[src/hdl/ultrasonic_range_controller_unit_assert.svh]
// ---------------------------------------------------------------------------
// urc assertion macros
// shared concurrent assertion forms, clocked on i_clk, held off in reset
// ---------------------------------------------------------------------------
`ifndef ULTRASONIC_RANGE_CONTROLLER_UNIT_ASSERT_SVH
`define ULTRASONIC_RANGE_CONTROLLER_UNIT_ASSERT_SVH

// same-cycle implication
`define URC_ASSERT_IMP(lbl, ante, cons) \
    lbl: assert property (@(posedge i_clk) disable iff (!i_rst_n) (ante) |-> (cons)) \
        else $error("urc assertion failed");

// next-cycle implication
`define URC_ASSERT_NXT(lbl, ante, cons) \
    lbl: assert property (@(posedge i_clk) disable iff (!i_rst_n) (ante) |=> (cons)) \
        else $error("urc assertion failed");

`endif

[src/hdl/urc_pkg.sv]
// ---------------------------------------------------------------------------
// urc_pkg
// types, codes and constants shared by the range controller modules
// ---------------------------------------------------------------------------
package urc_pkg;

    // stream and config port widths
    localparam int unsigned IN_TDATA_W  = 8;
    localparam int unsigned OUT_TDATA_W = 24;
    localparam int unsigned CFG_ADDR_W  = 2;
    localparam int unsigned CFG_DATA_W  = 20;

    // register widths
    localparam int unsigned LOW_W  = 16;
    localparam int unsigned HIGH_W = 16;
    localparam int unsigned HOLD_W = 20;
    localparam int unsigned DIST_W = 10;
    localparam int unsigned DIG_W  = 4;

    // register indexes
    localparam logic [CFG_ADDR_W-1:0] CFG_LOW_TICKS    = 2'd0;
    localparam logic [CFG_ADDR_W-1:0] CFG_HIGH_TICKS   = 2'd1;
    localparam logic [CFG_ADDR_W-1:0] CFG_HOLD_TICKS   = 2'd2;
    localparam logic [CFG_ADDR_W-1:0] CFG_MAX_DISTANCE = 2'd3;

    // register reset values
    localparam logic [LOW_W-1:0]  RST_LOW_TICKS    = 16'd3;
    localparam logic [HIGH_W-1:0] RST_HIGH_TICKS   = 16'd2;
    localparam logic [HOLD_W-1:0] RST_HOLD_TICKS   = 20'd50001;
    localparam logic [DIST_W-1:0] RST_MAX_DISTANCE = 10'd999;

    // arithmetic: every echo count at or above ECHO_CLAMP maps past the
    // display limit, so the datapath only ever sees 13 bit counts
    localparam int unsigned TC_W       = 13;
    localparam int unsigned ECHO_CLAMP = 6000;
    localparam int unsigned X_W        = 17;   // 17*6000 and 102*1021 fit
    localparam int unsigned Q_W        = 11;
    localparam int unsigned RECIP_W    = 11;
    localparam int unsigned REM_W      = 7;
    localparam logic [RECIP_W-1:0] RECIP_100 = 11'd1310;  // floor(2^17/100)
    localparam logic [X_W-1:0] MUL_SOUND = 17'd17;
    localparam logic [X_W-1:0] MUL_TEMP  = 17'd102;
    localparam logic [X_W-1:0] DIV_BASE  = 17'd100;
    localparam logic [DIST_W-1:0] DIST_LIMIT = 10'd999;

    // tick phases
    typedef enum logic [4:0] {
        PH_LOW     = 5'b00001,
        PH_PULSE   = 5'b00010,
        PH_WAIT    = 5'b00100,
        PH_MEASURE = 5'b01000,
        PH_HOLD    = 5'b10000
    } t_phase;

    // conversion sequencer
    typedef enum logic [9:0] {
        SEQ_IDLE    = 10'b0000000001,
        SEQ_RECIP_A = 10'b0000000010,
        SEQ_CORR_A  = 10'b0000000100,
        SEQ_SCALE   = 10'b0000001000,
        SEQ_RECIP_B = 10'b0000010000,
        SEQ_CORR_B  = 10'b0000100000,
        SEQ_CLAMP   = 10'b0001000000,
        SEQ_RECIP_C = 10'b0010000000,
        SEQ_CORR_C  = 10'b0100000000,
        SEQ_PUBLISH = 10'b1000000000
    } t_seq;

    // datapath operations
    typedef enum logic [2:0] {
        OP_NONE   = 3'd0,
        OP_LOAD   = 3'd1,
        OP_RECIP  = 3'd2,
        OP_CORR   = 3'd3,
        OP_SCALE  = 3'd4,
        OP_CLAMP  = 3'd5,
        OP_DIGITS = 3'd6
    } t_op;

    typedef enum logic [1:0] {
        DSEL_LOW  = 2'd0,
        DSEL_HIGH = 2'd1,
        DSEL_HOLD = 2'd2
    } t_delay_sel;

    typedef struct packed {
        logic       count_en;
        t_delay_sel delay_sel;
        logic       echo_start;
        logic       echo_inc;
        t_op        op;
        logic       out_load;
        logic       out_trig;
        logic       out_done;
    } t_dp_cmd;

    typedef struct packed {
        logic low_done;
        logic high_done;
        logic hold_done;
    } t_dp_status;

    // tens digit of a value below 100
    function automatic logic [DIG_W-1:0] tens_of(input logic [REM_W-1:0] v);
        logic [DIG_W-1:0] c;
        c = '0;
        for (int i = 1; i <= 9; i++) begin
            if (v >= REM_W'(10 * i)) begin
                c = c + 1'b1;
            end
        end
        return c;
    endfunction

endpackage

[src/hdl/ultrasonic_range_controller_unit.sv]
// ---------------------------------------------------------------------------
// ultrasonic_range_controller_unit
// ranging sequencer: trigger pulse, echo timing, distance and digit output
// ---------------------------------------------------------------------------
//
//  channel      | signals                              | moves
//  -------------+--------------------------------------+--------------------------
//  tick in      | i_s_axis_tvalid/tready/tdata         | one echo sample per tick
//  result out   | o_m_axis_tvalid/tready/tdata/tuser   | one result per tick
//  config       | i_cfg_we/addr/wdata                  | register write, no wait
//
//  the tick on which echo falls goes on into the conversion sequencer,
//  which runs three divide by 100 passes (reciprocal multiply then
//  correction) through one shared unit
//  the input is taken while an earlier result still sits in the output
//  register, as long as that register frees up in the same cycle
//  a stall on the result side holds the output register and blocks input
//  synchronous active low reset: phase to trigger low, counters and shown
//  distance to zero, registers to their defaults; no clearing pass
//
module ultrasonic_range_controller_unit #(
    parameter int unsigned ECHO_COUNT_BITS  = 16,
    parameter int unsigned DELAY_COUNT_BITS = 20
) (
    input  logic                                i_clk,
    input  logic                                i_rst_n,
    // tick in
    input  logic                                i_s_axis_tvalid,
    output logic                                o_s_axis_tready,
    input  logic [urc_pkg::IN_TDATA_W-1:0]      i_s_axis_tdata,   // [0] echo_level, rest zero
    // result out
    output logic                                o_m_axis_tvalid,
    input  logic                                i_m_axis_tready,
    output logic [urc_pkg::OUT_TDATA_W-1:0]     o_m_axis_tdata,   // [0] trigger_level,
                                                                  // [10:1] distance_cm,
                                                                  // [14:11] digit_hundreds,
                                                                  // [18:15] digit_tens,
                                                                  // [22:19] digit_ones, [23] zero
    output logic                                o_m_axis_tuser,   // [0] reading_done
    // config
    input  logic                                i_cfg_we,
    input  logic [urc_pkg::CFG_ADDR_W-1:0]      i_cfg_addr,
    input  logic [urc_pkg::CFG_DATA_W-1:0]      i_cfg_wdata
);
    import urc_pkg::*;

    // command and status between sequencer and datapath
    t_dp_cmd    w_cmd;
    t_dp_status w_status;

    // phase machine and conversion sequencer
    urc_ctrl u_ctrl (
        .i_clk     (i_clk),
        .i_rst_n   (i_rst_n),
        .i_s_valid (i_s_axis_tvalid),
        .i_echo    (i_s_axis_tdata[0]),
        .i_m_ready (i_m_axis_tready),
        .i_status  (w_status),
        .o_cmd     (w_cmd),
        .o_s_ready (o_s_axis_tready),
        .o_m_valid (o_m_axis_tvalid)
    );

    // counters, divide unit, shown reading and output payload
    urc_dp #(
        .ECHO_COUNT_BITS  (ECHO_COUNT_BITS),
        .DELAY_COUNT_BITS (DELAY_COUNT_BITS)
    ) u_dp (
        .i_clk       (i_clk),
        .i_rst_n     (i_rst_n),
        .i_cfg_we    (i_cfg_we),
        .i_cfg_addr  (i_cfg_addr),
        .i_cfg_wdata (i_cfg_wdata),
        .i_cmd       (w_cmd),
        .o_status    (w_status),
        .o_out_data  (o_m_axis_tdata),
        .o_out_user  (o_m_axis_tuser)
    );

endmodule

[src/hdl/urc_ctrl.sv]
// ---------------------------------------------------------------------------
// urc_ctrl
// tick phase machine, conversion sequencer and output valid
// ---------------------------------------------------------------------------
`include "ultrasonic_range_controller_unit_assert.svh"

module urc_ctrl (
    input  logic                 i_clk,
    input  logic                 i_rst_n,
    input  logic                 i_s_valid,
    input  logic                 i_echo,
    input  logic                 i_m_ready,
    input  urc_pkg::t_dp_status  i_status,
    output urc_pkg::t_dp_cmd     o_cmd,
    output logic                 o_s_ready,
    output logic                 o_m_valid
);
    import urc_pkg::*;

    t_phase   r_phase, n_phase;
    t_seq     r_seq, n_seq;
    logic     r_out_valid, n_out_valid;
    logic     w_slot_free;
    logic     w_accept;
    t_dp_cmd  w_cmd;

    assign w_slot_free = !r_out_valid || i_m_ready;
    assign o_s_ready   = (r_seq == SEQ_IDLE) && w_slot_free;
    assign w_accept    = i_s_valid && o_s_ready;

    always_comb begin
        w_cmd   = '0;
        n_phase = r_phase;
        n_seq   = r_seq;
        case (r_seq)
            SEQ_IDLE: begin
                if (w_accept) begin
                    w_cmd.out_load = 1'b1;
                    case (r_phase)
                        PH_PULSE: begin
                            w_cmd.out_trig  = 1'b1;
                            w_cmd.count_en  = 1'b1;
                            w_cmd.delay_sel = DSEL_HIGH;
                            if (i_status.high_done) begin
                                n_phase = PH_WAIT;
                            end
                        end
                        PH_WAIT: begin
                            if (i_echo) begin
                                w_cmd.echo_start = 1'b1;
                                n_phase          = PH_MEASURE;
                            end
                        end
                        PH_MEASURE: begin
                            if (i_echo) begin
                                w_cmd.echo_inc = 1'b1;
                            end else begin
                                // echo fell: result waits for the conversion
                                w_cmd.op       = OP_LOAD;
                                w_cmd.out_load = 1'b0;
                                n_phase        = PH_HOLD;
                                n_seq          = SEQ_RECIP_A;
                            end
                        end
                        PH_HOLD: begin
                            w_cmd.count_en  = 1'b1;
                            w_cmd.delay_sel = DSEL_HOLD;
                            if (i_status.hold_done) begin
                                n_phase = PH_LOW;
                            end
                        end
                        default: begin
                            w_cmd.count_en  = 1'b1;
                            w_cmd.delay_sel = DSEL_LOW;
                            n_phase = i_status.low_done ? PH_PULSE : PH_LOW;
                        end
                    endcase
                end
            end
            SEQ_RECIP_A: begin
                w_cmd.op = OP_RECIP;
                n_seq    = SEQ_CORR_A;
            end
            SEQ_CORR_A: begin
                w_cmd.op = OP_CORR;
                n_seq    = SEQ_SCALE;
            end
            SEQ_SCALE: begin
                w_cmd.op = OP_SCALE;
                n_seq    = SEQ_RECIP_B;
            end
            SEQ_RECIP_B: begin
                w_cmd.op = OP_RECIP;
                n_seq    = SEQ_CORR_B;
            end
            SEQ_CORR_B: begin
                w_cmd.op = OP_CORR;
                n_seq    = SEQ_CLAMP;
            end
            SEQ_CLAMP: begin
                w_cmd.op = OP_CLAMP;
                n_seq    = SEQ_RECIP_C;
            end
            SEQ_RECIP_C: begin
                w_cmd.op = OP_RECIP;
                n_seq    = SEQ_CORR_C;
            end
            SEQ_CORR_C: begin
                w_cmd.op = OP_CORR;
                n_seq    = SEQ_PUBLISH;
            end
            SEQ_PUBLISH: begin
                if (w_slot_free) begin
                    w_cmd.op       = OP_DIGITS;
                    w_cmd.out_load = 1'b1;
                    w_cmd.out_done = 1'b1;
                    n_seq          = SEQ_IDLE;
                end
            end
            default: begin
                n_seq = SEQ_IDLE;
            end
        endcase
    end

    always_comb begin
        if (w_cmd.out_load) begin
            n_out_valid = 1'b1;
        end else if (i_m_ready) begin
            n_out_valid = 1'b0;
        end else begin
            n_out_valid = r_out_valid;
        end
    end

    always_ff @(posedge i_clk) begin
        if (!i_rst_n) begin
            r_phase     <= PH_LOW;
            r_seq       <= SEQ_IDLE;
            r_out_valid <= 1'b0;
        end else begin
            r_phase     <= n_phase;
            r_seq       <= n_seq;
            r_out_valid <= n_out_valid;
        end
    end

    assign o_cmd     = w_cmd;
    assign o_m_valid = r_out_valid;

    `URC_ASSERT_NXT(a_echo_end_starts_conv, w_accept && (r_phase == PH_MEASURE) && !i_echo, (r_seq == SEQ_RECIP_A) && (r_phase == PH_HOLD))
    `URC_ASSERT_NXT(a_publish_gives_result, (r_seq == SEQ_PUBLISH) && w_slot_free, r_out_valid && (r_seq == SEQ_IDLE))
    `URC_ASSERT_IMP(a_no_accept_in_conv, r_seq != SEQ_IDLE, !w_accept && !w_cmd.count_en)

endmodule

[src/hdl/urc_dp.sv]
// ---------------------------------------------------------------------------
// urc_dp
// config registers, tick counters, distance conversion and output register
// ---------------------------------------------------------------------------
`include "ultrasonic_range_controller_unit_assert.svh"

module urc_dp #(
    parameter int unsigned ECHO_COUNT_BITS  = 16,
    parameter int unsigned DELAY_COUNT_BITS = 20
) (
    input  logic                                  i_clk,
    input  logic                                  i_rst_n,
    input  logic                                  i_cfg_we,
    input  logic [urc_pkg::CFG_ADDR_W-1:0]        i_cfg_addr,
    input  logic [urc_pkg::CFG_DATA_W-1:0]        i_cfg_wdata,
    input  urc_pkg::t_dp_cmd                      i_cmd,
    output urc_pkg::t_dp_status                   o_status,
    output logic [urc_pkg::OUT_TDATA_W-1:0]       o_out_data,
    output logic                                  o_out_user
);
    import urc_pkg::*;

    localparam int unsigned CW = (DELAY_COUNT_BITS > HOLD_W) ? DELAY_COUNT_BITS : HOLD_W;
    localparam int unsigned TW = (ECHO_COUNT_BITS > TC_W) ? ECHO_COUNT_BITS : TC_W;
    localparam int unsigned PROD_W = X_W + RECIP_W;
    localparam logic [DELAY_COUNT_BITS-1:0] DMAX = '1;
    localparam logic [ECHO_COUNT_BITS-1:0]  EMAX = '1;

    // config
    logic [LOW_W-1:0]  r_low_ticks;
    logic [HIGH_W-1:0] r_high_ticks;
    logic [HOLD_W-1:0] r_hold_ticks;
    logic [DIST_W-1:0] r_max_dist;

    // counters
    logic [DELAY_COUNT_BITS-1:0] r_tick;
    logic [ECHO_COUNT_BITS-1:0]  r_echo;
    logic [DELAY_COUNT_BITS-1:0] w_cnt_inc;
    logic [CW-1:0]               w_cnt_ext;
    logic                        w_cnt_max;
    logic                        w_sel_done;

    // conversion
    logic [X_W-1:0]    r_x;
    logic [Q_W-1:0]    r_q;
    logic [REM_W-1:0]  r_rem;
    logic [TW-1:0]     w_t_ext;
    logic [TC_W-1:0]   w_tc;
    logic [PROD_W-1:0] w_prod;
    logic [X_W-1:0]    w_r;
    logic              w_r_hi;
    logic [DIST_W-1:0] w_lim;
    logic [DIST_W-1:0] w_d;

    // shown reading
    logic [DIST_W-1:0] r_dist;
    logic [DIG_W-1:0]  r_hund, n_hund;
    logic [DIG_W-1:0]  r_tens, n_tens;
    logic [DIG_W-1:0]  r_ones, n_ones;

    logic [OUT_TDATA_W-1:0] r_out_data;
    logic                   r_out_user;

    always_ff @(posedge i_clk) begin
        if (!i_rst_n) begin
            r_low_ticks  <= RST_LOW_TICKS;
            r_high_ticks <= RST_HIGH_TICKS;
            r_hold_ticks <= RST_HOLD_TICKS;
            r_max_dist   <= RST_MAX_DISTANCE;
        end else if (i_cfg_we) begin
            case (i_cfg_addr)
                CFG_LOW_TICKS:    r_low_ticks  <= i_cfg_wdata[LOW_W-1:0];
                CFG_HIGH_TICKS:   r_high_ticks <= i_cfg_wdata[HIGH_W-1:0];
                CFG_HOLD_TICKS:   r_hold_ticks <= i_cfg_wdata[HOLD_W-1:0];
                CFG_MAX_DISTANCE: r_max_dist   <= i_cfg_wdata[DIST_W-1:0];
                default: ;
            endcase
        end
    end

    // delay counter: saturating, a phase ends when the count reaches its length
    assign w_cnt_inc = (r_tick < DMAX) ? r_tick + 1'b1 : r_tick;
    assign w_cnt_ext = CW'(w_cnt_inc);
    assign w_cnt_max = (w_cnt_inc == DMAX);

    assign o_status.low_done  = (w_cnt_ext >= CW'(r_low_ticks))  || w_cnt_max;
    assign o_status.high_done = (w_cnt_ext >= CW'(r_high_ticks)) || w_cnt_max;
    assign o_status.hold_done = (w_cnt_ext >= CW'(r_hold_ticks)) || w_cnt_max;

    always_comb begin
        case (i_cmd.delay_sel)
            DSEL_HIGH: w_sel_done = o_status.high_done;
            DSEL_HOLD: w_sel_done = o_status.hold_done;
            default:   w_sel_done = o_status.low_done;
        endcase
    end

    always_ff @(posedge i_clk) begin
        if (!i_rst_n) begin
            r_tick <= '0;
        end else if (i_cmd.count_en) begin
            r_tick <= w_sel_done ? '0 : w_cnt_inc;
        end
    end

    always_ff @(posedge i_clk) begin
        if (!i_rst_n) begin
            r_echo <= '0;
        end else if (i_cmd.echo_start) begin
            r_echo <= ECHO_COUNT_BITS'(1);
        end else if (i_cmd.echo_inc) begin
            if (r_echo != EMAX) begin
                r_echo <= r_echo + 1'b1;
            end
        end else if (i_cmd.op == OP_LOAD) begin
            r_echo <= '0;
        end
    end

    // counts past the clamp all land beyond the display limit
    assign w_t_ext = TW'(r_echo);
    assign w_tc    = (w_t_ext > TW'(ECHO_CLAMP)) ? TC_W'(ECHO_CLAMP) : w_t_ext[TC_W-1:0];

    // divide by 100: reciprocal estimate, low by at most one, then one correction
    assign w_prod = PROD_W'(r_x) * PROD_W'(RECIP_100);
    assign w_r    = r_x - X_W'(X_W'(r_q) * DIV_BASE);
    assign w_r_hi = (w_r >= DIV_BASE);

    assign w_lim = (r_max_dist > DIST_LIMIT) ? DIST_LIMIT : r_max_dist;
    assign w_d   = (r_q > Q_W'(w_lim)) ? w_lim : r_q[DIST_W-1:0];

    always_ff @(posedge i_clk) begin
        case (i_cmd.op)
            OP_LOAD: begin
                r_x <= X_W'(X_W'(w_tc) * MUL_SOUND);
            end
            OP_RECIP: begin
                r_q <= w_prod[PROD_W-1 -: Q_W];
            end
            OP_CORR: begin
                if (w_r_hi) begin
                    r_q   <= r_q + 1'b1;
                    r_rem <= REM_W'(w_r - DIV_BASE);
                end else begin
                    r_rem <= REM_W'(w_r);
                end
            end
            OP_SCALE: begin
                r_x <= X_W'((X_W'(r_q) + 1'b1) * MUL_TEMP);
            end
            OP_CLAMP: begin
                r_x <= X_W'(w_d);
            end
            default: ;
        endcase
    end

    always_comb begin
        n_hund = r_hund;
        n_tens = r_tens;
        n_ones = r_ones;
        if (i_cmd.op == OP_DIGITS) begin
            n_hund = r_q[DIG_W-1:0];
            n_tens = tens_of(r_rem);
            n_ones = DIG_W'(r_rem - REM_W'(REM_W'(n_tens) * REM_W'(10)));
        end
    end

    always_ff @(posedge i_clk) begin
        if (!i_rst_n) begin
            r_dist <= '0;
            r_hund <= '0;
            r_tens <= '0;
            r_ones <= '0;
        end else begin
            if (i_cmd.op == OP_CLAMP) begin
                r_dist <= w_d;
            end
            r_hund <= n_hund;
            r_tens <= n_tens;
            r_ones <= n_ones;
        end
    end

    always_ff @(posedge i_clk) begin
        if (i_cmd.out_load) begin
            r_out_data <= {1'b0, n_ones, n_tens, n_hund, r_dist, i_cmd.out_trig};
            r_out_user <= i_cmd.out_done;
        end
    end

    assign o_out_data = r_out_data;
    assign o_out_user = r_out_user;

    `URC_ASSERT_NXT(a_rem_below_base, i_cmd.op == OP_CORR, r_rem < REM_W'(100))
    `URC_ASSERT_NXT(a_dist_in_range, i_cmd.op == OP_CLAMP, r_dist <= DIST_LIMIT)
    `URC_ASSERT_NXT(a_delay_restarts, i_cmd.count_en && w_sel_done, r_tick == '0)

endmodule
[config.mk]
export PLATFORM = sky130hd
export DESIGN_NAME = ultrasonic_range_controller_unit
export DESIGN_NICKNAME = d
export VERILOG_FILES = /design/src/hdl/urc_pkg.sv /design/src/hdl/ultrasonic_range_controller_unit.sv /design/src/hdl/urc_ctrl.sv /design/src/hdl/urc_dp.sv
export VERILOG_INCLUDE_DIRS = /design/src /design/src/hdl
export SDC_FILE = /design/constraint.sdc
export NUM_CORES = 1
export LEC_CHECK = 0
export BUFFER_PORTS_ARGS = -buffer_cell sky130_fd_sc_hd__buf_2
export CAP_MARGIN = 20
export CORE_ASPECT_RATIO = 2
export CORE_UTILIZATION = 50
export DETAILED_ROUTE_END_ITERATION = 6
export GPL_TIMING_DRIVEN = 1
export PLACE_DENSITY = 0.77
export SLEW_MARGIN = 20
export SYNTH_ARGS = -nofsm -noshare
export SYNTH_HDL_FRONTEND = slang
export SYNTH_SLANG_ARGS = --single-unit
[constraint.sdc]
create_clock -name i_clk -period 18.45 [get_ports i_clk]
set_input_delay 2.7675 -clock i_clk [delete_from_list [all_inputs] [get_ports i_clk]]
set_output_delay 2.7675 -clock i_clk [all_outputs]
set_load 0.005 [all_outputs]
-- Yosys cells after proc, flatten, opt, wreduce, memory -nomap -nowiden
Cells that the tools add are included.
- input bits: 35
- bits in registers: 195
- word-level logic and storage cells: 183
- output and inout port bits: 27
- bitwise operators: 1
- multiplexer cells: 60
- $mul: 5
- reductions and logical operators: 27
- add/subtract/negate cells: 15
- equality and inequality tests: 38
- $lt $le $gt $ge: 17
- operators with widths (kind ; number):
    $pmux 10 s10 ; 1
    $mux 4 ; 21
    $mux 10 ; 7
    $pmux 17 s3 ; 1
    $mux 16 ; 3
    $ge 20x16->1 ; 2
    $mux 20 ; 2
    $add 4x1->4 const B ; 8
    $mux 5 ; 6
    $mul 17x10->27 const B ; 1
    $pmux 11 s2 ; 1
    $ge 7x6->1 const B ; 3
    $ge 7x7->1 const B ; 3
    $add 20x1->20 const B ; 1
    $eq 20x20->1 const B ; 1
    $ge 20x20->1 ; 1
    $lt 20x20->1 const B ; 1
    $pmux 5 s4 ; 1
    $pmux 3 s6 ; 1
    $ge 17x7->1 const B ; 1
    $mul 13x5->17 const B ; 1
    $mul 17x6->16 const B ; 1
    $sub 17x17->17 ; 1
    $add 16x1->16 const B ; 1
    53 further kinds ; 93

-- Logic depth before layout (Yosys ltp)
Gate-level depths: netlist of the first run.
- word-level depth: 35
- gate-level depth with buffers: 31

-- Cells and area by module
From an unflattened synthesis of the first run, not the netlist that was laid out.
- cell total of the unflattened synthesis: 1987
- area, all modules: 17727.0 um2
- modules (own cells, without submodules) (module ; times used ; area an instance (um2) ; cells an instance ; seq. area each (um2)):
    urc_dp ; 1 ; 16659.7 ; 1845 ; 4174.0
    urc_ctrl ; 1 ; 1067.3 ; 142 ; 320.3

-- Least setup slack after synthesis of the first run
Ideal clock, no wire load.
- kind: flip-flop to flip-flop
- start: register u_dp.r_rem[6]
- end: register u_dp.r_out_data[22], in the netlist u_dp.o_out_data[22], data pin
- setup time: 0.268 ns
- required time: 18.182 ns
- buffers on the path: 2
- data arrival time: 5.866 ns
- cell stages (with the launch flop): 31
- slack: 12.315 ns
- cells stage by stage: edfxtp_1 > clkbuf_1 > buf_2 > nor3_1 > and2_1 > inv_1 > ha_1 > and3b_1 > nor2_1 > ha_1 > o21ai_0 > o31ai_1 > ha_1 > o21a_1 > ha_1 > nor2b_1 > a21oi_1 > inv_1 > ha_1 > mux2_2 > a21o_1 > ha_1 > mux2_2 > ha_1 > mux2i_1 > fa_1 > xor2_1 > xnor2_1 > xnor2_1 > xnor2_1 > o21ai_1
- cells in the longest elaborated chain, start to end: 30
- elaborated cells on any way between the ends: 38
- RTL lines (item ; RTL line ; source):
    start: declaration ; urc_dp.sv:46 ; logic [REM_W-1:0] r_rem;
    start signal: assignment ; urc_dp.sv:143 ; r_rem <= REM_W'(w_r - DIV_BASE);
    start signal: assignment ; urc_dp.sv:145 ; r_rem <= REM_W'(w_r);
    $ge 7x4->1 ; urc_pkg.sv:108 ; if (v >= REM_W'(10 * i)) begin
    $mux 1 ; urc_pkg.sv:108 ;
    $mux 4 ; urc_dp.sv:162 ; if (i_cmd.op == OP_DIGITS) begin
    $add 4x1->4 ; urc_pkg.sv:109 ; c = c + 1'b1;
    $mux 4 ; urc_pkg.sv:108 ;
    $mux 4 ; urc_dp.sv:162 ;
    $add 4x1->4 ; urc_pkg.sv:109 ;
    $mux 4 ; urc_pkg.sv:108 ;
    [... 15 more ...] ; n/a ;
    $mux 4 ; urc_dp.sv:162 ;
    $add 4x1->4 ; urc_pkg.sv:109 ;
    $mux 4 * ; urc_pkg.sv:108 ;
    $mux 4 * ; urc_dp.sv:162 ;
    $mul 4x3->3 * ; urc_dp.sv:165 ; n_ones = DIG_W'(r_rem - REM_W'(REM_W'(n_tens) * REM_W'(10)));
    $sub 4x4->4 * ; urc_dp.sv:165 ;
    $mux 4 * ; urc_dp.sv:162 ;
    named net u_dp.n_ones[3] ; urc_dp.sv:59 ; logic [DIG_W-1:0] r_ones, n_ones;
    end signal: assignment ; urc_dp.sv:187 ; r_out_data <= {1'b0, n_ones, n_tens, n_hund, r_dist, i_cmd.out_trig};
    end: declaration ; urc_dp.sv:61 ; logic [OUT_TDATA_W-1:0] r_out_data;
Mark *: on every way through the listed nets, which the timed path passes. The rest lies on a longest branch. The select of a mux whose other input is x is not followed.
A chain may end at the register's enable or synchronous reset.

-- Worst setup path after layout of the first run
- start: register u_dp.r_rem[6]
- end: register u_dp.r_ones[3]
- cells in the longest elaborated chain, start to end: 30
- elaborated cells on any way between the ends: 38
- RTL lines (item ; RTL line ; source):
    $ge 7x4->1 ; urc_pkg.sv:108 ;
    $mux 1 ; urc_pkg.sv:108 ;
    $mux 4 ; urc_dp.sv:162 ;
    $add 4x1->4 ; urc_pkg.sv:109 ;
    $mux 4 ; urc_pkg.sv:108 ;
    $mux 4 ; urc_dp.sv:162 ;
    $add 4x1->4 ; urc_pkg.sv:109 ;
    $mux 4 ; urc_pkg.sv:108 ;
    [... 15 more ...] ; n/a ;
    $mux 4 ; urc_dp.sv:162 ;
    $add 4x1->4 ; urc_pkg.sv:109 ;
    $mux 4 * ; urc_pkg.sv:108 ;
    $mux 4 * ; urc_dp.sv:162 ;
    $mul 4x3->3 * ; urc_dp.sv:165 ;
    $sub 4x4->4 * ; urc_dp.sv:165 ;
    $mux 4 * ; urc_dp.sv:162 ;
    named net u_dp.n_ones[3] ; urc_dp.sv:59 ;
    end signal: assignment ; urc_dp.sv:181 ; r_ones <= n_ones;
    end: declaration ; urc_dp.sv:59 ;
Marks and branches as above.

==> run metrics, run 1 <==
number of clock sinks=roughly 200; Pint=approximately 670 uW; CTS Hold Buffers Added=0; final wirelength=43,600 um; Vias=between 10,000 and 15,000; fraction of registers with async set/reset=0%; pre-CTS WS=11,670 ps; Starting Density=50.6%; GRT overflow=0; vias in the first global route=around 15,000; Final HPWL DP=about 35,000 um; Ports=a little over 60; number of synthesized flops with an enable pin=roughly 60; status=finished, final reports clean; max cap viols=0; row count=96; HP Class=flip-flop to flip-flop; RSZ-0062 raised after global routing=no; Synth Area in Compound Gates=about 15%; Worst-path clk slew=80 ps; initial drt markers=~550; synth unique cells=86; fmax=147 MHz; register area=approximately 0.0045 sq mm; # setup viols final=0; area of the multi-input gates=0.0117 sq mm; warnings from Yosys=0; post-route ant nets=0; most frequent cells in the layout=ha_1, nand2_1, inv_1; Mean Syn Cell Area=roughly 8.9 sq um; clk_skew=approximately 12 ps; flops & latches, synth=between 150 and 200; CTS tree=yes; Top FF cell, synth=dfxtp_1; Syn Std Cell Area=roughly 0.017 sq mm; critical path arrival=7160 ps; Die Area=0.0354 sq mm; CTS root buf=clkbuf_16; Switch Pwr=about 220 uW; fillcell total=3,102; crit path time final=6810 ps; post-CTS sizing=0; sequential cell area fraction in the yosys report=roughly 26%; Synth Area in Simple Gates=16.7%; largest net degree at the start of global routing=59; Nets=~2,400; synthesized instance count=a little under 2,000; CP required=roughly 19,000 ps; Num CTS Buffers=17; met3 WL post-DR=~1400 um; Die Height=265 um; final worst-path setup slack=~12,000 ps; DP Area=around 0.018 sq mm; top layer in use=met4; Crit Path Max Fanout=21; Final Hold Slack=about 450 ps; Chip Width=134 um; switching share of power=between 20% and 30%; drt drc=0; fin util=54.1%; Setup TNS=0 ps; commonest non-fill, non-tap cell in the layout=ha_1; syn nets=2,341; post-synthesis mux area share=about 1.6%; core box area=around 0.034 sq mm; worst-skew pair later-pin latency=between 400 and 500 ps; initial antenna violation count=0; WL/cell=18.0 um; static leakage=between 0.008 and 0.009 uW; setup slack, reg-to-reg=roughly 12,000 ps; CP Class=flip-flop to flip-flop; Post-Synth XOR/XNOR Area=a little over 5%; number of diodes=0; part of the power in the clock network=a little over two fifths; crit end category=flip-flop; setup repair bufs after CTS=0; layout cell share with drive strength beyond 1=under 10%; Power Dens Cells=48.0 mW/mm^2; Gate power share=around 7.2%; drt via density=around 6; relative slew slack=roughly a third; met2 WL post-DR=24,200 um; Metal-1 WL=around 15,000 um; Sequential Power Share=slightly above 50%; RePlAce Congestion=0.913; Pre-antenna DRT Iters=5; H-Tree Depth=4; VDD IR-drop max=approximately 0.00009 V; first-pass GRT wire length=between 70,000 and 80,000 um; final instance area=between 0.015 and 0.02 sq mm; Final Cycle Share=about 37%; crit path launch type=flip-flop; Worst Tran Pin Value=995 ps; Max Buffers Root-to-Sink=2; largest family of logic cells by synthesized area=adder cells; IO Port Bufs=53; P&R area growth vs syn=7.06%; post-synthesis adder-cell area fraction=29.0%; Hold Vio Cnt, Final=0; GR Util All Layers=25.7%; Slew Viols, Final=0
power groups by stage:
stage	Clock [uW]	Combinational, uW	Sequential (uW)
floorplan	0	39.6	462
global placement	0	60.7	463
detailed placement	0	63.0	463
CTS	375	63.9	453
global route	393	70.0	454
finish	371	64.3	453
stage by stage:
step / power [uW] / cells
after floorplan: 502 / 1950
after global placement: 523 / 2395
after detailed placement: 526 / 2395
after CTS: 892 / 2427
after global routing: 917 / 2427
final: 889 / 2427
cells by family after synthesis:
family | count (synthesis)
fa+ha+maj | 356
mux | 25
buf+inv | 288
flops | 195
simple gates | 585
other cells | 1
xor+xnor | 98
compound gates | 402
path summary, 6_finish.rpt:
| kind | start | endpoint | depth (start not counted) |
|---|---|---|---|
| hold reg to reg | u_dp.r_dist[7] | u_dp.o_out_data[8] | 0 |
| setup / recovery | u_dp.r_rem[6] | u_dp.r_ones[3] | 27 |
| hold / removal | u_dp.r_dist[7] | u_dp.o_out_data[8] | 0 |
| setup reg to reg | u_dp.r_rem[6] | u_dp.r_ones[3] | 27 |
state kept, by name (all words and copies together), names as in the netlist:
name,count
u_dp.r_max_dist,10
u_ctrl.r_seq,10
u_dp.o_out_user,1
u_dp.r_hold_ticks,20
u_dp.r_high_ticks,16
u_dp.r_low_ticks,16
u_ctrl.r_phase,5
u_dp.r_tick,20
u_dp.r_x,17
u_dp.r_rem,7
u_dp.r_dist,10
u_dp.o_out_data,23
u_dp.r_q,11
u_dp.r_echo,16
u_ctrl.o_m_valid,1
u_dp.r_ones,4
u_dp.r_tens,4
u_dp.r_hund,4
routing by layer:
| layer | GRT usage [%] | vias up |
|---|---|---|
| met4 | 18.3 | 0 |
| met2 | 50.7 | 354 |
| met5 | 0 | - |
| li1 | - | 6822 |
| met1 | 23.5 | 6831 |
| met3 | 3.51 | 173 |
critical path, stage by stage (launching register included):
cell	delay (ps)
edfxtp_1	750
nor2_1	200
nand2_1	130
inv_1	50
ha_1	360
or2_2	340
o21ai_0	130
or3_1	360
ha_1	340
o21a_1	190
ha_1	290
nor2b_1	150
a21oi_1	200
inv_1	70
ha_1	310
mux2_2	270
a21o_1	180
ha_1	310
mux2_2	290
ha_1	280
mux2i_1	90
fa_1	420
xor2_1	170
xnor2_1	220
xnor2_1	160
xnor2_1	150
o21ai_1	100
and2_1	200
Yosys cell counts (7+ instances only):
library cell,number,area [sq um]
o211ai_1,31,233
nor2b_1,15,93.8
nand4_1,20,125
ha_1,280,3500
or3_1,10,62.6
nand2b_1,14,87.6
a21oi_1,122,611
o21ai_0,87,435
inv_1,232,871
nor2_1,88,330
mux2_2,8,90.1
o2111ai_1,7,61.3
nand3_1,47,235
buf_2,10,50.1
fa_1,76,1520
o221ai_1,7,61.3
mux2i_1,14,140
a31oi_1,10,62.6
nor3_1,27,135
xor2_1,38,333
o21bai_1,12,90.1
clkbuf_1,39,146
dfxtp_1,136,2720
edfxtp_1,59,1770
xnor2_1,57,499
nand3b_1,10,75.1
nor3b_1,10,75.1
a211oi_1,10,75.1
o22ai_1,8,50.1
or2_2,12,75.1
o21a_1,12,90.1
and2_1,31,194
a21o_1,29,218
nand2_1,235,882
and3_1,28,175
cell type report:
| type | count | area share, % |
|---|---|---|
| Clock inverter | 11 | 0.662 |
| Tap cell | 441 | 2.98 |
| Timing Repair Buffer | 60 | 1.71 |
| Clock buffer | 21 | 2.48 |
| Multi-Input combinational cell | 1467 | 63.2 |
| Sequential cell | 195 | 24.3 |
| Inverter | 232 | 4.70 |
(Power assumes the default switching activity.)
==> inputs of run 2 (changes only) <==
==> constraint.sdc (replaced) <==
create_clock -name i_clk -period 6.7 [get_ports i_clk]
set_input_delay 1.005 -clock i_clk [delete_from_list [all_inputs] [get_ports i_clk]]
set_output_delay 1.005 -clock i_clk [all_outputs]
set_load 0.005 [all_outputs]
==> run metrics, run 2 (synthesized netlist as in run 1, its figures left out) <==
status=finished, final reports clean; Final HPWL DP=between 30,000 and 40,000 um; final wirelength=roughly 44,000 um; Min-Delay Endpoint=u_dp.o_out_data[8]; Worst-path clk slew=about 80 ps; HP Class=flip-flop to flip-flop; row count=96; layout cell share with drive strength beyond 1=between 8 and 9%; GRT overflow=0; core box area=approximately 0.034 sq mm; P&R area growth vs syn=7.66%; Power Dens Cells=roughly 130 mW/mm^2; most frequent cells in the layout=ha_1, nand2_1, inv_1; # setup viols final=0; first-pass GRT wire length=71,500 um; crit path time final=6370 ps; WL/cell=between 15 and 20 um; number of diodes=0; Ports=62; GR Util All Layers=between 20% and 30%; largest net degree at the start of global routing=59; CTS root buf=clkbuf_16; Hold Vio Cnt, Final=0; max FFs per register=23; RePlAce Congestion=~0.95; total chip power=2480 uW; CP required=7050 ps; Worst path slowest cell=edfxtp_1; Crit path largest cell delay=440 ps; crit end category=flip-flop; CTS tree=yes; vias in the first global route=around 15,000; CP Class=flip-flop to flip-flop; drt via density=between 5 and 6; post-route ant nets=0; Max Buffers Root-to-Sink=2; crit path launch type=flip-flop; commonest non-fill, non-tap cell in the layout=ha_1; Worst Tran Pin Value=962 ps; IO Port Bufs=53; Die Area=about 0.035 sq mm; RR Endpoint=u_dp.r_ones[3]; Pre-antenna DRT Iters=5; Chip Width=roughly 130 um; hold depth=0; Starting Density=between 50% and 60%; initial antenna violation count=0; HP Start=u_dp.r_dist[7]; fillcell total=3,092; R2R Path Start=u_dp.r_rem[1]; H-Tree Depth=4; Final Cycle Share=~95%; clk_skew=approximately 12 ps; Num CTS Buffers=17; number of clock sinks=195; worst-skew pair later-pin latency=roughly 460 ps; setup slack, reg-to-reg=~330 ps; Crit Path Max Fanout=5; fmax=157 MHz; Nets=between 2,000 and 2,500; pre-CTS WS=233 ps; Vias=between 10,000 and 15,000; VDD IR-drop max=roughly 0.00027 V; relative slew slack=around a third; final worst-path setup slack=334 ps; CP dominant cell by count=ha_1; critical path arrival=~6700 ps; max cap viols=0; initial drt markers=roughly 560; Die Height=around 270 um; drt drc=0; Slew Viols, Final=0; fin util=between 50% and 60%; static leakage=just over 0.008 uW; Reg2Reg Depth=30
run 2: critical path, delay by kind of cell, from the launching register on:
family / cells / cell delay, ps
multiplexers: 3 / 640
AO/OA/AOI/OAI: 6 / 830
AND/OR/NAND/NOR: 7 / 1170
adder cells (fa/ha/maj): 8 / 2410
XOR/XNOR: 4 / 650
flip-flops: 1 / 440
buffers and inverters: 2 / 110
run 2: layout make-up:
type,instances,area [sq um],area share (%)
Multi-Input combinational cell,1467,11700,63.0
Sequential cell,195,4490,24.1
Inverter,232,871,4.67
Tap cell,441,552,2.96
Clock buffer,18,429,2.30
Timing Repair Buffer,69,385,2.07
Clock inverter,14,169,0.906
run 2: power by group:
part           internal (uW)  switching [uW]  total, uW
sequential              1230            14.0       1250
clock                    562             493       1060
combinational           61.3             113        175
run 2: worst max-delay path by stage:
stage,startpoint,end,cells past startpoint
floorplan,u_dp.r_rem[6],u_dp.o_out_data[22],30
global route,u_dp.r_rem[1],u_dp.r_ones[3],30
CTS,u_dp.r_rem[1],u_dp.r_ones[3],30
finish,u_dp.r_rem[1],u_dp.r_ones[3],30
global placement,u_dp.r_rem[1],u_dp.r_ones[3],30
detailed placement,u_dp.r_rem[1],u_dp.r_ones[3],30
run 2: through the flow:
step	std cells	TNS (ps)	instance area [sq um]	hold slack, ps
after CTS	2435	0	18600	435
after detailed placement	2403	0	18000	423
after global placement	2403	0	18000	410
after global routing	2436	-29.0	18600	448
after floorplan	1950	0	17300	403
final	2436	0	18600	439
run 2: routing by layer:
layer	vias up	global-route usage (%)	wire length (um)
met3	154	2.90	1160
met5	-	0	0
met2	299	51.0	24500
li1	6833	-	-
met1	6766	23.9	15100
met4	0	17.2	2910
run 2: what timing repair did:
action / 4_1_cts / 5_1_grt
endpoints found under the setup margin: 0 / 2
gates resized for setup: 0 / 6
setup buffers: 0 / 1
endpoints found under the hold margin: 0 / 0
hold buffers: 0 / 0
==> inputs of run 3 (changes only) <==
--- a/config.mk
+++ b/config.mk
@@ -9,10 +9,10 @@
 export BUFFER_PORTS_ARGS = -buffer_cell sky130_fd_sc_hd__buf_2
 export CAP_MARGIN = 20
 export CORE_ASPECT_RATIO = 2
-export CORE_UTILIZATION = 50
+export CORE_UTILIZATION = 55
 export DETAILED_ROUTE_END_ITERATION = 6
 export GPL_TIMING_DRIVEN = 1
-export PLACE_DENSITY = 0.77
+export PLACE_DENSITY = 0.85
 export SLEW_MARGIN = 20
 export SYNTH_ARGS = -nofsm -noshare
 export SYNTH_HDL_FRONTEND = slang
==> constraint.sdc (replaced) <==
create_clock -name i_clk -period 5.55 [get_ports i_clk]
set_input_delay 0.8325 -clock i_clk [delete_from_list [all_inputs] [get_ports i_clk]]
set_output_delay 0.8325 -clock i_clk [all_outputs]
set_load 0.005 [all_outputs]
==> run metrics, run 3 (synthesized netlist as in run 1, its figures left out) <==
Die Height=253 um; Worst-path clk slew=about 80 ps; Final Cycle Share=108%; VDD IR-drop max=0.000238 V; Placed Cells incl. Taps=approximately 2,400; CTS Hold Buffers Added=0; CTS root buf=clkbuf_16; initial antenna violation count=0; GRT overflow=0; crit path time final=5970 ps; Final HPWL DP=between 30,000 and 40,000 um; Num CTS Buffers=17; Max Buffers Root-to-Sink=2; relative slew slack=45.0%; # setup viols final=2; CP Class=flip-flop to flip-flop; Worst Tran Pin Value=823 ps; Crit path largest cell delay=~420 ps; drt via density=between 5 and 6; RSZ-0062 raised after global routing=yes; max cap viols=0; part of the power in the clock network=between 40% and 50%; clk_skew=approximately 16 ps; Vias=about 15,000; critical path arrival=approximately 6200 ps; register area=approximately 0.0045 sq mm; Crit Path Max Fanout=2; most frequent cells in the layout=ha_1, nand2_1, inv_1; Setup TNS=-829 ps; worst-skew pair later-pin latency=470 ps; setup slack, reg-to-reg=-420 ps; max FFs per register=23; fin cells=about 2,500; Slew Viols, Final=0; Gate power share=under 10%; CTS tree=yes; initial drt markers=758; CP dominant cell by count=ha_4; IO Port Bufs=53; Ports=62; vias in the first global route=between 15,000 and 20,000; first-pass GRT wire length=73,400 um; failing checks=negative setup slack; HP Start=u_dp.r_dist[3]; status=finished, violations left; RePlAce Congestion=0.962; core box area=around 0.031 sq mm; Worst path slowest cell=fa_2; row count=~90; final wirelength=46,400 um; layout cell share with drive strength beyond 1=between 10% and 20%; final worst-path setup slack=-417 ps; largest net degree at the start of global routing=51; Reg2Reg Depth=29; crit path launch type=flip-flop; CP required=approximately 5700 ps; H-Tree Depth=4; area of the multi-input gates=around 0.012 sq mm; HP Class=flip-flop to flip-flop; GR Util All Layers=between 20 and 30%; Switch Pwr=811 uW; Power Dens Cells=approximately 160 mW/mm^2; Chip Width=about 130 um; Min-Delay Endpoint=u_dp.o_out_data[4]; Starting Density=56.1%; RR Endpoint=u_dp.o_out_data[22]; number of diodes=0; Pint=about 2200 uW; switching share of power=a little over a quarter; fmax=between 150 and 200 MHz; number of clock sinks=195; WL/cell=about 19 um; commonest non-fill, non-tap cell in the layout=ha_1; pre-CTS WS=-404 ps; R2R Path Start=u_dp.r_rem[1]; post-route ant nets=0; Die Area=between 0.03 and 0.04 sq mm; Nets=2,438; static leakage=0.00864 uW; P&R area growth vs syn=11.3%; drt drc=0; Sequential Power Share=roughly 50%; fillcell total=about 2,500; Hold Vio Cnt, Final=0; crit end category=flip-flop; hold depth=0; Pre-antenna DRT Iters=6
run 3: changes by cell type in the layout (fill, tap and decap cells not counted), moves of 3 or more:
cell | before | now
buf_4 | 16 | 79
ha_1 | 280 | 275
ha_4 | 0 | 5
clkinv_8 | 1 | 4
inv_1 | 231 | 228
inv_2 | 1 | 4
run 3: final cells by class:
class,count,area share [%]
Clock buffer,17,2.21
Inverter,232,4.52
Timing Repair Buffer,134,4.62
Sequential cell,195,23.3
Multi-Input combinational cell,1467,61.7
Clock inverter,15,0.916
Tap cell,418,2.72
run 3: metrics by stage:
| step | util [%] | hold slack, ps | total power (uW) | cell area [sq um] |
|---|---|---|---|---|
| after global placement | 59.7 | 415 | 1750 | 18400 |
| after global routing | 62.4 | 455 | 3060 | 19300 |
| after CTS | 62.0 | 447 | 2980 | 19100 |
| after floorplan | - | 403 | 1670 | 17400 |
| final | 62.4 | 449 | 2990 | 19300 |
| after detailed placement | 59.7 | 412 | 1750 | 18400 |
run 3: critical path: cells and delay by family (launching register included):
family,cells,cell delay [ps]
AOI/OAI and AO/OA,6,830
xor gates and xnor gates,4,640
adders and majority gates,8,2180
buffers and inverters,2,100
DFF,1,400
muxes,3,620
and+or+nand+nor,6,890
run 3: how the worst max path moves through the flow:
stage / depth (start not counted) / to / from / slack (ps)
global route: 30 / u_dp.r_ones[3] / u_dp.r_rem[2] / -670
finish: 29 / u_dp.o_out_data[22] / u_dp.r_rem[1] / -420
floorplan: 30 / u_dp.o_out_data[22] / u_dp.r_rem[2] / -220
detailed placement: 29 / u_dp.o_out_data[22] / u_dp.r_rem[2] / -400
CTS: 30 / u_dp.r_ones[3] / u_dp.r_rem[1] / -320
global placement: 28 / u_dp.o_out_data[22] / u_dp.r_rem[2] / -250
run 3: metal layers:
layer  vias to the layer above  global-route usage [%]  part of all wire (%)
met1                      6993                    25.7                    33
li1                       6972                       -                     -
met4                         0                    23.8                   8.2
met2                       480                    58.0                    55
met5                         -                       0                     0
met3                       219                    3.61                   3.8
run 3: timing repair:
| action | 4_1_cts | 5_1_grt |
|---|---|---|
| endpoints found under the setup margin | 7 | 29 |
| pin swaps | 2 | 14 |
| setup buffers | 8 | 10 |
| gates resized for setup | 4 | 15 |
| hold endpoints to repair | 0 | 0 |
run 3: power by group through the flow:
stage	combinational (uW)	sequential, uW	clock [uW]
global placement	207	1540	0
floorplan	131	1540	0
CTS	216	1510	1260
global route	238	1510	1310
detailed placement	214	1540	0
finish	220	1510	1260
